File: src/rtl/mp2d_pkg.sv
// Package with shared types, widths and codes of the int8 2-D max pooling block.
`timescale 1ns / 1ps
package mp2d_pkg;

  localparam int MAX_ELEMS_DEF  = 4096;
  localparam int MAX_FILTER_DEF = 8;

  localparam int ADDR_W     = 12;
  localparam int ROW_W      = 8;
  localparam int COL_W      = 8;
  localparam int CH_W       = 6;
  localparam int DIM_W      = 9;
  localparam int NCH_W      = 7;
  localparam int FCFG_W     = 4;
  localparam int PAD_W      = 6;
  localparam int CFG_IDX_W  = 3;
  localparam int CFG_DATA_W = 9;

  // Window coordinate before range check, two's complement.
  localparam int COORD_W = 14;
  // Pixel index r*in_width + c, and flat element index.
  localparam int PIX_W = 19;
  localparam int TAP_W = 27;

  typedef enum logic [CFG_IDX_W-1:0] {
    REG_IN_HEIGHT     = 3'd0,
    REG_IN_WIDTH      = 3'd1,
    REG_CHANNELS      = 3'd2,
    REG_POOL_ROWS     = 3'd3,
    REG_POOL_COLS     = 3'd4,
    REG_STRIDE_Y      = 3'd5,
    REG_STRIDE_X      = 3'd6,
    REG_PAD_TOP_LEFT  = 3'd7
  } cfg_reg_t;

  localparam logic REQ_WRITE = 1'b0;
  localparam logic REQ_QUERY = 1'b1;

  localparam logic signed [7:0] MIN_VALUE = -8'sd128;

  typedef struct packed {
    logic              load_query;
    logic              mem_write;
    logic              setup;
    logic              issue;
    logic [FCFG_W-1:0] fy;
    logic [FCFG_W-1:0] fx;
    logic              load_out;
  } ctrl_cmd_t;

  typedef struct packed {
    logic              empty;
    logic [FCFG_W-1:0] fh;
    logic [FCFG_W-1:0] fw;
  } dp_status_t;

endpackage

File: src/rtl/mp2d_ctrl.sv
// Controller: request sequencing, window tap walk, pipeline drain and result handshake.
`timescale 1ns / 1ps
module mp2d_ctrl (
  input  logic                 clk,
  input  logic                 rst,
  input  logic                 in_valid,
  output logic                 in_ready,
  input  logic                 req_type,
  output logic                 out_valid,
  input  logic                 out_ready,
  input  mp2d_pkg::dp_status_t status,
  output mp2d_pkg::ctrl_cmd_t  cmd
);

  // Drain cycles between the last tap issue and the load of the finished maximum.
  localparam int DRAIN_CYCLES = 4;
  localparam int DW = $clog2(DRAIN_CYCLES);

  typedef enum logic [2:0] {
    ST_IDLE,
    ST_SETUP,
    ST_RUN,
    ST_DRAIN,
    ST_FINISH
  } state_t;

  state_t                      state;
  logic [mp2d_pkg::FCFG_W-1:0] fy;
  logic [mp2d_pkg::FCFG_W-1:0] fx;
  logic [DW-1:0]               drain_cnt;
  logic                        accept;

  assign in_ready = (state == ST_IDLE);
  assign accept   = in_valid && in_ready;

  assign cmd.load_query = accept && (req_type == mp2d_pkg::REQ_QUERY);
  assign cmd.mem_write  = accept && (req_type == mp2d_pkg::REQ_WRITE);
  assign cmd.setup      = (state == ST_SETUP);
  assign cmd.issue      = (state == ST_RUN);
  assign cmd.fy         = fy;
  assign cmd.fx         = fx;
  assign cmd.load_out   = (state == ST_FINISH) && (!out_valid || out_ready);

  always_ff @(posedge clk) begin
    if (rst) begin
      state     <= ST_IDLE;
      fy        <= '0;
      fx        <= '0;
      drain_cnt <= '0;
      out_valid <= 1'b0;
    end else begin
      // A new result may replace one that is taken in the same cycle.
      if (cmd.load_out) begin
        out_valid <= 1'b1;
      end else if (out_valid && out_ready) begin
        out_valid <= 1'b0;
      end
      case (state)
        ST_IDLE: begin
          if (cmd.load_query) begin
            state <= ST_SETUP;
          end
        end
        ST_SETUP: begin
          fy <= '0;
          fx <= '0;
          state <= status.empty ? ST_FINISH : ST_RUN;
        end
        ST_RUN: begin
          if (fx == status.fw - 1'b1) begin
            fx <= '0;
            if (fy == status.fh - 1'b1) begin
              drain_cnt <= '0;
              state     <= ST_DRAIN;
            end else begin
              fy <= fy + 1'b1;
            end
          end else begin
            fx <= fx + 1'b1;
          end
        end
        ST_DRAIN: begin
          if (drain_cnt == DW'(DRAIN_CYCLES - 1)) begin
            state <= ST_FINISH;
          end else begin
            drain_cnt <= drain_cnt + 1'b1;
          end
        end
        ST_FINISH: begin
          if (cmd.load_out) begin
            state <= ST_IDLE;
          end
        end
        default: state <= ST_IDLE;
      endcase
    end
  end

endmodule

File: config.mk
export PLATFORM = sky130hd
export DESIGN_NAME = mp2d_ctrl
export DESIGN_NICKNAME = d
export VERILOG_FILES = /design/src/rtl/mp2d_pkg.sv /design/src/rtl/mp2d_ctrl.sv
export SDC_FILE = /design/constraint.sdc
export NUM_CORES = 1
export LEC_CHECK = 0
export BUFFER_PORTS_ARGS = -buffer_cell sky130_fd_sc_hd__buf_4
export CELL_PAD_IN_SITES_DETAIL_PLACEMENT = 1
export CELL_PAD_IN_SITES_GLOBAL_PLACEMENT = 1
export CORE_MARGIN = 3
export CORE_UTILIZATION = 37
export DETAILED_ROUTE_END_ITERATION = 10
export PLACE_DENSITY = 0.88
export SLEW_MARGIN = 20
export SYNTH_ARGS = -nofsm -noshare
export SYNTH_HDL_FRONTEND = slang
export SYNTH_SLANG_ARGS = --single-unit
File: constraint.sdc
create_clock -name clk -period 2.1 [get_ports clk]
set_input_delay 0.105 -clock clk [delete_from_list [all_inputs] [get_ports clk]]
set_output_delay 0.105 -clock clk [all_outputs]
set_load 0.05 [all_outputs]
==> results of run 1 <==
## metal layers
layer | wire, um | part of all wire [%] | GRT usage [%] | vias to the layer above
met3 | 143 | 5.0 | 2.00 | 6
met1 | 1190 | 42 | 23.0 | 484
met4 | 50 | 1.7 | 8.94 | 0
li1 | - | - | - | 486
met2 | 1480 | 52 | 33.9 | 29
met5 | 0 | 0 | 0 | -
## flip-flops by register name, summed over array words and instances, names as in the netlist
name,count
fx,4
drain_cnt,2
out_valid,1
state,3
fy,4
## layout by cell type, fill, tap and decap left out, drive strengths merged, types with 4 or more instances in the layout
master	instances
a21oi	8
buf	31
clkbuf	4
dfxtp	14
ha	5
inv	5
nand2	8
nor2	9
nor2b	5
nor3	8
xnor2	6
## path summary, 6_finish.rpt
path | cells past startpoint | from | slack (ns) | to
min reg2reg | 2 | fy[2] | 0.51 | fy[2]
max | 6 | fx[2] | 0.11 | fy[3]
max reg2reg | 6 | fx[2] | 0.11 | fy[3]
min | 2 | rst | 0.11 | fx[2]
## area by class of cell
class                           count  area, um^2
Timing Repair Buffer               31         233
Clock buffer                        4        36.3
Inverter                            5        18.8
Sequential cell                    14         285
Tap cell                           30        37.5
Fill cell                         307        1210
Multi-Input combinational cell     93         699
## where the power goes
part | switching, mW | internal [mW] | total [mW]
combinational | 0.424 | 0.243 | 0.667
sequential | 0.0415 | 0.294 | 0.336
clock | 0.0936 | 0.106 | 0.199
total | 0.559 | 0.643 | 1.20
## synth_stat cells, types with 3 or more instances
library cell	number	area (um^2)
mux2i_1	3	30.0
nor2_1	9	33.8
nand3b_1	3	22.5
nand2b_1	3	18.8
dfxtp_1	14	280
a21oi_1	8	40.0
inv_1	4	15.0
nand3_1	3	15.0
nor2b_1	5	31.3
ha_1	5	62.6
nand2_1	8	30.0
nor3_1	6	30.0
xnor2_1	5	43.8
clkbuf_1	3	11.3
## cell families after synthesis
logic type               synth area share [%]
multiplexers                             4.13
buffers and inverters                    3.50
AND/OR/NAND/NOR                          31.4
flip-flops                               28.0
XOR/XNOR                                 12.6
AO/OA/AOI/OAI                            14.1
adder cells (fa/ha/maj)                  6.25
## worst max-delay path, delay by kind of cell, from the launching register on
kind | cells | cell delay (ns)
compound gates | 1 | 0.13
xor+xnor | 1 | 0.45
buf+inv | 1 | 0.16
flops | 1 | 0.38
mux | 1 | 0.22
simple gates | 2 | 0.60
## per-stage QoR
step,std cells,util (%),worst slack (ns),cell area [um^2],total power [mW]
detailed placement,173,50.2,0.0540,1270,1.00
global route,177,51.9,0.0548,1310,1.28
floorplan,116,-,0.0506,1010,0.811
CTS,177,51.7,0.0798,1300,1.20
finish,177,51.9,0.109,1310,1.20
global placement,173,50.2,0.168,1270,0.982
==> results.toml, run 1 <==
[outcome]
status = "finished clean"

[timing]
fin_crit_ns = 1.99
rsz0062_at_grt = "no"
finalHoldViolCount = 0
finalClockSkew_ns = 0.0102
layout_worst_path_cycle_share_pct = 94.8
final-max-slew-violation-count = 0
slew_headroom_pct = 75.2
setup_viol = 0
measured_slew_at_the_worst_slew_check_pin_ns = 0.369
timing.fmax_mhz = 502
timing.setup.tns_ns = 0
finalHoldWorstSlack_ns = 0.107

[drt]
drt.antenna.violating_nets = 0
number_of_design_rule_violations_left_by_the_first_detailed_router_iteration = 29
detail_route.vias_per_cell = 5.68
drt_drc_violations_left = 0
drt_pass1_iterations = 4
wl_per_cell_um = 16.2
wl_mm = 2.86
dr_vias = 1005

[power]
p_leak_nw = 0.576
power_density_nw_per_um2 = 918
vdd_ir_drop_max_mv = 0.514

[synthesis]
synthFlopType = "dfxtp_1"
count_of_flip_flops_with_a_built_in_enable_after_synthesis = 0
syn_inst = 116
synth-seq-cells = 14
synth_seq_area_share_pct = 28.0
async_flop_share_pct = 0
yosys.cell_types.count = 42
yosys_warnings = 0
postSynthAreaPerCell_um2 = 8.63
syn_nets = 135
syn-cell-area_um2 = 1000

[clock_network]
postCtsSetupBuffers = 0
postCtsHoldBufs = 0
cts_tree = "yes"
ctsLongestPathBuffers = 2
clockRootBuffer = "clkbuf_4"
cts_made_buffers = 3
cts.sinks = 14
cts_resized = 0
clk_transition_reported_paths_ns = 0.09
cts_htree_levels = 1
clk-insertion-delay-late_ns = 0.29

[floorplan]
initial_core_utilization_pct = 39.7
chipHeight_um = 58.0
num_io_pins = 29
num_rows = 18
die_width_um = 58.0
dieArea_um2 = 3370
core_area_um2 = 2520

[global_routing]
antenna_found_initial = 0
grt_max_degree = 18
grt_usage_pct = 19.1
grt_pass1_wl_mm = 4.92
grt-ovfl-total = 0
number_of_global_route_vias_before_repair = 1071

[worst_setup_path]
worst-path-max-fanout = 5
crit_chain = "xor3_2 -> nor3_4 -> buf_4 -> a31oi_1 -> nor3_1 -> mux2i_1"
max_stage_delay_ns = 0.45
critical-path-slowest-cell = "xor3_2"
path_class = "reg -> reg"
cp_data_arrival_time_ns = 2.22
worst_endpoint_required_time_ns = 2.33
endpoint_kind = "flip-flop"
worst_setup_path_start_kind = "flip-flop"

[job]
max_cap_viols = 0

[cells_and_area]
inserted_diodes = 0
layout-area-overhead-vs-synth_pct = 30.9
fin_nets = 167
drive_above_1_share_pct = 31.3

[worst_hold_path]
min_path_type = "in -> reg"

[placed_design]
detailedPlacementHpwl_mm = 2.24
portBuffers = 28
place_congestion = 0.720
(Power assumes the default switching activity.)
==> run 2: changes to the inputs <==
--- a/config.mk
+++ b/config.mk
@@ -9,9 +9,10 @@
 export CELL_PAD_IN_SITES_DETAIL_PLACEMENT = 1
 export CELL_PAD_IN_SITES_GLOBAL_PLACEMENT = 1
 export CORE_MARGIN = 3
-export CORE_UTILIZATION = 37
+export CORE_UTILIZATION = 39
+export CTS_BUF_LIST = sky130_fd_sc_hd__clkbuf_2
 export DETAILED_ROUTE_END_ITERATION = 10
-export PLACE_DENSITY = 0.88
+export PLACE_DENSITY = 0.92
 export SLEW_MARGIN = 20
 export SYNTH_ARGS = -nofsm -noshare
 export SYNTH_HDL_FRONTEND = slang
==> run 2 against run 1 <==
  * Worst hold slack got worse by 0.026 ns
  * Clock power down 29%
  * Core utilization increased by 3.7 points
  * Sequential share of layout area grew 0.34 points
  * Sequential power about the same
  * Non-clock buffer count unchanged
  * Critical path depth down 1
  * Combinational power barely moved
  * Global-route usage decreased by 0.88 points
  * Die area is 4.6% lower
  * Sequential cell count stayed put
==> results.toml, run 2 (synthesized netlist as in run 1, its figures left out) <==
[worst_setup_path]
cp_data_arrival_time_ns = 2.18
r2r.worst_path.cells = 5
path_class = "reg -> reg"
endpoint_kind = "flip-flop"
critical_path.reg2reg.endpoint = "state[0]"
r2r_setup_slack_ns = 0.13
worst_endpoint_required_time_ns = 2.31
worst-path-max-fanout = 5
worstReg2RegStart = "fy[2]"
worst_setup_path_start_kind = "flip-flop"

[clock_network]
ctsLongestPathBuffers = 2
cts_htree_levels = 1
clk-insertion-delay-late_ns = 0.30
clk_transition_reported_paths_ns = 0.15
postCtsSetupBuffers = 0
cts.sinks = 14
clockRootBuffer = "clkbuf_2"
cts_made_buffers = 3
cts_tree = "yes"

[worst_hold_path]
worst_hold_path.num_cells = 2
min_from = "rst"
worst_hold_path.endpoint = "out_valid"
min_path_type = "in -> reg"

[placed_design]
dp_area_um2 = 1260
place_congestion = 0.800
place_worst_setup_slack_ns = 0.0508
portBuffers = 28
detailedPlacementHpwl_mm = 2.17

[timing]
finalHoldViolCount = 0
timing.setup.tns_ns = 0
final-max-slew-violation-count = 0
rsz0062_at_grt = "no"
timing.fmax_mhz = 507
setup_viol = 0
fin_crit_ns = 1.97
slew_headroom_pct = 77.0
finalClockSkew_ns = 0.00130
postLayoutSetupSlackWorst_ns = 0.127
measured_slew_at_the_worst_slew_check_pin_ns = 0.342
layout_worst_path_cycle_share_pct = 94.0

[cells_and_area]
layout.cells.most_common_list = "31 x buf_4, 12 x dfxtp_1, 9 x nor2_1"
design_area_um2 = 1290
fin_nets = 167
drive_above_1_share_pct = 30.6
layout-area-overhead-vs-synth_pct = 28.9
inserted_diodes = 0
top_regs = "fx: 4 flops, fy: 4 flops, state: 3 flops"
utilization_pct = 55.6
mostFrequentLayoutCell = "buf_4"

[power]
power_density_nw_per_um2 = 886
p_leak_nw = 0.569
vdd_ir_drop_max_mv = 0.601

[floorplan]
num_io_pins = 29
core_area_um2 = 2320
chipHeight_um = 56.7
initial_core_utilization_pct = 43.2
num_rows = 17
die_width_um = 56.7
dieArea_um2 = 3210

[global_routing]
grt_max_degree = 18
grt-ovfl-total = 0
grt_pass1_wl_mm = 4.68
antenna_found_initial = 0
grt_usage_pct = 18.3
number_of_global_route_vias_before_repair = 1064

[drt]
number_of_design_rule_violations_left_by_the_first_detailed_router_iteration = 6
drt_drc_violations_left = 0
wl_per_cell_um = 15.2
wl_mm = 2.66
detail_route.vias_per_cell = 5.67
dr_vias = 993
drt.antenna.violating_nets = 0
drt_pass1_iterations = 4

[outcome]
status = "finished clean"

[job]
max_cap_viols = 0
## run 2: cell type report
cell class,count,area (um^2)
fill,299,1030
multi-input combinational,93,699
sequential,14,285
timing repair buffer,31,233
tap,28,35.0
inverter,5,18.8
clock buffer,3,15.0
clock inverter,1,3.75
## run 2: critical path, cell delays in order (launching register included)
cell and delay, ns:
dfxtp_2 0.39, xor3_1 0.45, nor3_4 0.25, nand4_1 0.16, a211oi_2 0.30, mux2_1 0.34
## run 2: worst max-delay path by stage
stage | start | endpoint | slack, ns | cells past startpoint
global route | fy[2] | state[0] | 0.02 | 5
floorplan | fy[2] | state[0] | 0.05 | 5
finish | fy[2] | state[0] | 0.13 | 5
global placement | status[4] | state[0] | 0.17 | 8
CTS | fy[2] | state[0] | 0.08 | 5
detailed placement | status[4] | state[0] | 0.05 | 8
## run 2: routing by layer
| metal | vias to the layer above | part of all wire [%] | track usage (%) |
|---|---|---|---|
| li1 | 484 | - | - |
| met1 | 484 | 44 | 21.8 |
| met2 | 22 | 50 | 32.8 |
| met3 | 3 | 4.9 | 2.76 |
| met4 | 0 | 1.1 | 6.10 |
| met5 | - | 0 | 0 |
## run 2: stage by stage
| step | power [mW] | hold slack (ns) | instances |
|---|---|---|---|
| after floorplan | 0.811 | 0.277 | 116 |
| after global placement | 0.985 | 0.403 | 171 |
| after detailed placement | 1.01 | 0.424 | 171 |
| after CTS | 1.15 | 0.0795 | 175 |
| after global routing | 1.22 | 0.0763 | 175 |
| final | 1.14 | 0.0804 | 175 |
## run 2: what timing repair did
item,4_1_cts,5_1_grt
resized for setup,0,1
endpoints found under the setup margin,0,1
hold buffers,0,0
## run 2: power by group
group	total, mW	internal [mW]	leakage (nW)	switching, mW
sequential	0.336	0.294	0.115	0.0415
clock	0.142	0.0414	0.0140	0.101
combinational	0.664	0.242	0.440	0.422
==> run 3: changes to the inputs <==
--- a/config.mk
+++ b/config.mk
@@ -5,14 +5,15 @@
 export SDC_FILE = /design/constraint.sdc
 export NUM_CORES = 1
 export LEC_CHECK = 0
+export ABC_AREA = 1
 export BUFFER_PORTS_ARGS = -buffer_cell sky130_fd_sc_hd__buf_4
 export CELL_PAD_IN_SITES_DETAIL_PLACEMENT = 1
 export CELL_PAD_IN_SITES_GLOBAL_PLACEMENT = 1
 export CORE_MARGIN = 3
-export CORE_UTILIZATION = 39
+export CORE_UTILIZATION = 36
 export CTS_BUF_LIST = sky130_fd_sc_hd__clkbuf_2
 export DETAILED_ROUTE_END_ITERATION = 10
-export PLACE_DENSITY = 0.92
+export PLACE_DENSITY = 0.91
 export SLEW_MARGIN = 20
 export SYNTH_ARGS = -nofsm -noshare
 export SYNTH_HDL_FRONTEND = slang
==> run 3 against run 2 <==
  * Register-to-register slack improved by 0.46 ns
  * Non-clock buffer count decreased by 3
  * Combinational power increased by 36%
  * Design area increased by 4.9%
  * Via count increased by 24%
  * First-iteration DRC count increased to 4.8 times the previous value
  * Die area increased by 17%
  * Sequential power increased by 11%
  * Area after synthesis increased by 10%
  * Core utilization decreased by 7.8 points
  * Final cell count increased by 41%
  * Critical path depth increased by 5
==> results.toml, run 3 <==
[timing]
finalClockSkew_ns = 0.00526
layout_worst_path_cycle_share_pct = 72.3
timing.fmax_mhz = 659
slew_headroom_pct = 81.2
measured_slew_at_the_worst_slew_check_pin_ns = 0.281
timing.setup.tns_ns = 0
fin_crit_ns = 1.52
finalHoldViolCount = 0
rsz0062_at_grt = "no"
setup_viol = 0
final-max-slew-violation-count = 0

[synthesis]
synthFlopType = "dfxtp_1"
count_of_flip_flops_with_a_built_in_enable_after_synthesis = 0
syn_nets = 205
syn-cell-area_um2 = 1100
synth_top_area_share_pct = 25.4
commonest_cells_in_the_synthesized_netlist = "54 x nand2_1, 30 x inv_1, 29 x nor2_1"
yosys.cell_types.count = 22
postSynthAreaPerCell_um2 = 5.94
post-synth-top-area-cell = "dfxtp_1"
async_flop_share_pct = 0
yosys_warnings = 0
yosys.cell_count.top_type = "nand2_1"
synth-seq-cells = 14
synth_seq_area_share_pct = 25.4
netlist_top_cells_area = "dfxtp_1 25%, nand2_1 18%, inv_1 10%"
syn_inst = 186

[worst_setup_path]
endpoint_kind = "flip-flop"
max_stage_delay_ns = 0.48
worstReg2RegStart = "fx[1]"
path_class = "reg -> reg"
worst-path-max-fanout = 11
worst-path-buf-inv = 0
r2r.worst_path.cells = 10
crit_chain = "nor2_1 -> nor2_1 -> nand2_1 -> nor2_1 -> nand2_1 -> nand2_2 -> nand3_2 -> nand2_1 -> nand2_1 -> nor2_1"
r2r_setup_slack_ns = 0.58
critical-path-slowest-cell = "dfxtp_1"
worst_setup_path_start_kind = "flip-flop"
cpLargestDelayFamily = "simple AND/OR/NAND/NOR gates"
cp_data_arrival_time_ns = 1.75
worst_endpoint_required_time_ns = 2.34
critical_path.reg2reg.endpoint = "state[0]"

[job]
max_cap_viols = 0

[power]
p_leak_nw = 0.731
p_total_mw = 1.40
vdd_ir_drop_max_mv = 0.414
power_density_nw_per_um2 = 1040

[floorplan]
chipHeight_um = 61.4
core_area_um2 = 2830
num_rows = 19
num_io_pins = 29
die_width_um = 61.4
initial_core_utilization_pct = 39.1
dieArea_um2 = 3770

[global_routing]
antenna_found_initial = 0
grt_max_degree = 12
grt_usage_pct = 16.5
grt-ovfl-total = 0
number_of_global_route_vias_before_repair = 1144
grt_pass1_wl_mm = 4.72

[clock_network]
postCtsSetupBuffers = 0
clockRootBuffer = "clkbuf_2"
cts_htree_levels = 1
cts_made_buffers = 3
clk-insertion-delay-late_ns = 0.28
cts.sinks = 14
postCtsHoldBufs = 0
cts_tree = "yes"
cts_resized = 0
clk_transition_reported_paths_ns = 0.14
ctsLongestPathBuffers = 2

[drt]
dr_wl_met2_mm = 1.40
drt.antenna.violating_nets = 0
drt_pass1_iterations = 6
wl_met1_mm = 1.31
number_of_design_rule_violations_left_by_the_first_detailed_router_iteration = 29
wl_mm = 2.82
dr_wl_met3_um = 90
drt_drc_violations_left = 0
detail_route.vias_per_cell = 4.99
topRoutingLayerUsed = "met4"
dr_vias = 1227
wl_per_cell_um = 11.5

[placed_design]
portBuffers = 28
detailedPlacementHpwl_mm = 2.35
place_congestion = 0.734

[cells_and_area]
layout-area-overhead-vs-synth_pct = 22.5
layout.cells.most_common_list = "54 x nand2_1, 30 x inv_1, 29 x nor2_1"
mostFrequentLayoutCell = "nand2_1"
fin_nets = 236
drive_above_1_share_pct = 22.3
inserted_diodes = 0
top_regs = "fx: 4 flops, fy: 4 flops, state: 3 flops"

[worst_hold_path]
worst_hold_path.endpoint = "fy[0]"
min_path_type = "in -> reg"
min_from = "rst"
worst_hold_path.num_cells = 2

[outcome]
status = "finished clean"
==> run 3: changes by cell type after synthesis, moves of 4 or more <==
cell,change
xnor2_1,-4
nor2_1,+20
inv_1,+26
nand2_1,+46
nor3_1,-5
nor2b_1,-5
nand4_1,+6
nand3_1,+7
==> run 3: final cells by class <==
type	instances	area [um^2]
Fill cell	404	1480
Clock buffer	3	15.0
Timing Repair Buffer	28	210
Tap cell	31	38.8
Multi-Input combinational cell	136	682
Inverter	34	128
Sequential cell	14	280
==> run 3: logic make-up after synthesis <==
kind of cell    Yosys count  share of synthesized area (%)
simple gates            114                           47.0
buf+inv                  36                           12.9
compound gates           14                           6.68
flops                    14                           25.4
fa+ha+maj                 5                           5.66
xor+xnor                  3                           2.38
==> run 3: worst max path at each step <==
| stage | startpoint | endpoint | slack [ns] | cells past startpoint |
|---|---|---|---|---|
| detailed placement | status[0] | state[1] | 0.46 | 13 |
| global route | fx[1] | state[1] | 0.31 | 10 |
| CTS | fx[1] | state[0] | 0.57 | 10 |
| global placement | status[4] | state[0] | 0.54 | 13 |
| floorplan | state[0] | fx[0] | 0.31 | 7 |
| finish | fx[1] | state[0] | 0.58 | 10 |
==> run 3: worst register-to-register path: stages, from the launching register on <==
cell	delay, ns
dfxtp_1	0.48
nor2_1	0.08
nor2_1	0.12
nand2_1	0.06
nor2_1	0.10
nand2_1	0.06
nand2_2	0.20
nand3_2	0.16
nand2_1	0.09
nand2_1	0.04
nor2_1	0.07
==> run 3: power by group <==
group          internal [mW]  switching [mW]  leakage [nW]
sequential             0.322          0.0510         0.114
clock                 0.0389          0.0891        0.0125
combinational          0.276           0.626         0.604
total                  0.636           0.766         0.731
==> run 3: metal layers <==
metal | up-vias | global-route usage, %
met1 | 568 | 21.0
met2 | 18 | 28.4
met3 | 5 | 2.52
met5 | - | 0
li1 | 636 | -
met4 | 0 | 5.45
==> run 3: through the flow <==
stage | utilization (%) | cell area [um^2] | hold WS (ns) | instances | setup slack (ns)
3_3_place_gp | 47.3 | 1340 | 0.360 | 243 | 0.543
2_1_floorplan | - | 1100 | 0.310 | 186 | 0.315
5_1_grt | 47.9 | 1350 | 0.0473 | 246 | 0.312
4_1_cts | 47.9 | 1350 | 0.0498 | 246 | 0.570
3_5_place_dp | 47.3 | 1340 | 0.376 | 243 | 0.463
6_report | 47.9 | 1350 | 0.0645 | 246 | 0.583
